==> src/hdl/sea_mul.sv <==
// ----------------------------------------------------------------------------
// sea_mul: shared registered 33 by 33 signed multiplier
// One product per cycle, available in the cycle after the operands.
// ----------------------------------------------------------------------------
module sea_mul (
  input  logic               clk_i,
  input  logic signed [32:0] a_i,
  input  logic signed [32:0] b_i,
  output logic signed [65:0] p_o
);
  logic signed [65:0] p_q;

  // Register the product.
  always_ff @(posedge clk_i) begin
    p_q <= a_i * b_i;
  end
  assign p_o = p_q;
endmodule

==> config.mk <==
export PLATFORM = sky130hd
export DESIGN_NAME = sea_mul
export DESIGN_NICKNAME = d
export VERILOG_FILES = /design/src/hdl/sea_mul.sv
export SDC_FILE = /design/constraint.sdc
export NUM_CORES = 2
export LEC_CHECK = 0
export ABC_AREA = 1
export BUFFER_PORTS_ARGS = -buffer_cell sky130_fd_sc_hd__buf_2
export CAP_MARGIN = 10
export CORE_ASPECT_RATIO = 0.8
export CORE_UTILIZATION = 44
export DETAILED_ROUTE_END_ITERATION = 12
export HOLD_SLACK_MARGIN = 0.02
export MAX_ROUTING_LAYER = met4
export PLACE_DENSITY_LB_ADDON = 0.3
export SYNTH_ARGS = -nofsm -noshare
export SYNTH_HDL_FRONTEND = slang
export SYNTH_SLANG_ARGS = --single-unit
==> constraint.sdc <==
create_clock -name clk_i -period 10 [get_ports clk_i]
set_input_delay 2 -clock clk_i [delete_from_list [all_inputs] [get_ports clk_i]]
set_output_delay 2 -clock clk_i [all_outputs]
set_load 0.05 [all_outputs]
==> results.sh <==
export IMPL_final_setup_viol_count=0
export IMPL_clk_path_buf_depth=2
export IMPL_top_layer_used="met4"
export IMPL_cp_required_ns=10.24
export IMPL_initial_core_util_pct=44.51
export IMPL_synth_area_mm2=0.04317
export IMPL_drv_slew=0
export IMPL_fillerInstances=9673
export IMPL_min_path_type="in2reg"
export IMPL_drt_wl_total_um=121600
export IMPL_ys_seq_area_share_pct=3.060
export IMPL_finalHoldViolations=0
export IMPL_cap_violations=0
export IMPL_grt_pass1_vias=35560
export IMPL_cts_resized_gates=0
export IMPL_clockRootBuffer="clkbuf_16"
export IMPL_syn_nets=6972
export IMPL_grt_pass1_wl_um=199900
export IMPL_cp_arrival_ns=9.49
export IMPL_place_inst=6777
export IMPL_rows=102
export IMPL_worstSetupPathType="in2reg"
export IMPL_gr_total_overflow=0
export IMPL_yosysUniqueCellTypes=35
export IMPL_fmax_ghz=0.1081
export IMPL_h_tree_depth=3
export IMPL_final_common_cell="inv_1"
export IMPL_yosys_warnings=0
export IMPL_syn_avg_cell_area_um2=7.789
export IMPL_worstPathCellList="buf_2 > nand2_1 > inv_1 > fa_1 > fa_1 > fa_1 > fa_1 > inv_1 > fa_1 > fa_1 > fa_1 > fa_1 > inv_1 > ha_1 > nand2_1 > nor2_1 > inv_1 > nor3_1 > nand2_1 > nor2_1 > nand2_1 > nand4_1 > nand2_1"
export IMPL_fp_coreArea_mm2=0.09699
export IMPL_grt_max_degree=34
export IMPL_critPathMaxStageDelay_ns=1.00
export IMPL_drt_initial_drc_count=2150
export IMPL_fin_nets=6917
export IMPL_synthToLayoutAreaGrowth_pct=4.880
export IMPL_slew_headroom_pct=30.66
export IMPL_die_area_mm2=0.09939
export IMPL_worst_slack_ns=0.7535
export IMPL_cts_hold_buffers=0
export IMPL_hpwl_um=105900
export IMPL_syn_inst=5543
export IMPL_tightest_slew_ns=1.040
export IMPL_drt_pass1_iterations=6
export IMPL_critical_path_top_delay_family="adder cells"
export IMPL_io_buffers=132
export IMPL_mostFrequentLayoutCells="inv_1 (1894), nand2_1 (1517), fa_1 (1145)"
export IMPL_synth_top_area_cell="fa_1"
export IMPL_cpMostUsedCell="fa_1"
export IMPL_routed_via_density=4.773
export IMPL_drive_gt1_share_pct=4.988
export IMPL_die_w_um=352.2
export IMPL_via_count=32450
export IMPL_cpMaxStageDelayCell="fa_1"
export IMPL_cts_sinks=66
export IMPL_yosysTopAreaCellShare_pct=53.09
export IMPL_wl_met2_um=57370
export IMPL_rsz0062_at_grt="false"
export IMPL_route_met3_wl_um=7906
export IMPL_post_place_ws_ns=0.4322
export IMPL_met1_length_um=54060
export IMPL_end_kind="register"
export IMPL_synthTopCellsByArea="fa_1 (53%), inv_1 (16%), nand2_1 (13%)"
export IMPL_crit_fanout=16
export IMPL_fin_cells=6799
export IMPL_fin_crit_sh_pct=92.47
export IMPL_min_period_ns=9.247
export IMPL_outcome="completed"
export IMPL_ios=133
export IMPL_antenna_found_initial=6
export IMPL_largest_reg_flops=66
export IMPL_cts_tree="yes"
export IMPL_avgRoutedWirePerCell_um=17.88
export IMPL_grt_usage_pct=26.68
export IMPL_utilization_pct=46.68
export IMPL_drc_errors=0
export IMPL_cts_buffers=9
export IMPL_finalSetupTns_ns=0
export IMPL_ys_ff_latch=66
export IMPL_dieHeight_um=282.2
export IMPL_path_buf_inv=5
export IMPL_worst_setup_path_start_kind="input port"
export IMPL_gp_congestion=0.9622
export IMPL_clk_pin_slew_worst_paths_ns=0.06
export IMPL_cts_setup_buffers=0
export IMPL_ant_nets=0
==> through the flow <==
| step | area (um2) | hold WS (ns) |
|---|---|---|
| after global routing | 45280 | 2.287 |
| after CTS | 45270 | 2.261 |
| after global placement | 44960 | 2.470 |
| final | 45280 | 2.268 |
| after detailed placement | 44960 | 2.469 |
| after floorplan | 43170 | 2.264 |
==> area by class of cell <==
cell class | instances | area, um2 | area share [%]
multi-input combinational | 3319 | 33750 | 74.54
inverter | 1895 | 7113 | 15.71
tap | 1300 | 1627 | 3.592
sequential | 66 | 1321 | 2.918
timing repair buffer | 197 | 1149 | 2.537
clock buffer | 9 | 225.2 | 0.4974
clock inverter | 7 | 78.83 | 0.1741
antenna | 6 | 15.01 | 0.03316
==> cell families after synthesis <==
kind of cell             count (synthesis)  share of synthesized area (%)
flip-flops                              66                          3.060
AND/OR/NAND/NOR                       1810                          16.59
buffers and inverters                 2158                          18.76
AO/OA/AOI/OAI                          106                          1.377
XOR/XNOR                                41                         0.8317
adder cells (fa/ha/maj)               1362                          59.38
==> metal layers <==
layer / up-vias / track usage, %
li1: 14890 / -
met1: 16350 / 36.41
met2: 1093 / 43.76
met3: 123 / 2.542
met4: 0 / 5.028
met5: - / -
==> worst paths after layout <==
| kind | slack [ns] | cells after the start | from | end |
|---|---|---|---|---|
| setup / recovery | 0.75 | 23 | a_i[32] | p_o[60] |
| hold / removal | 2.27 | 4 | b_i[0] | p_o[0] |
==> cells in the mapped netlist <==
library cell,number
a21boi_0,1
a21o_1,2
a21oi_1,61
a21oi_2,4
and2_0,1
and2_1,2
buf_1,1
clkbuf_1,262
dfxtp_1,66
fa_1,1145
ha_1,217
inv_1,1894
inv_2,1
nand2_1,1517
nand2_2,17
nand3_1,70
nand3_2,8
nand3b_1,3
nand4_1,19
nor2_1,131
nor2_2,20
nor2_4,3
nor3_1,7
nor3_2,1
nor4_1,4
nor4_2,1
o21a_1,1
o21ai_0,19
o21ai_1,3
o21ai_2,1
o21bai_1,14
or2_1,1
or2_2,5
xnor2_1,4
xor2_1,37
Power is left out: the tool's default activity adds up to more than one toggle a clock period on the data nets, which glitch-free logic cannot reach.
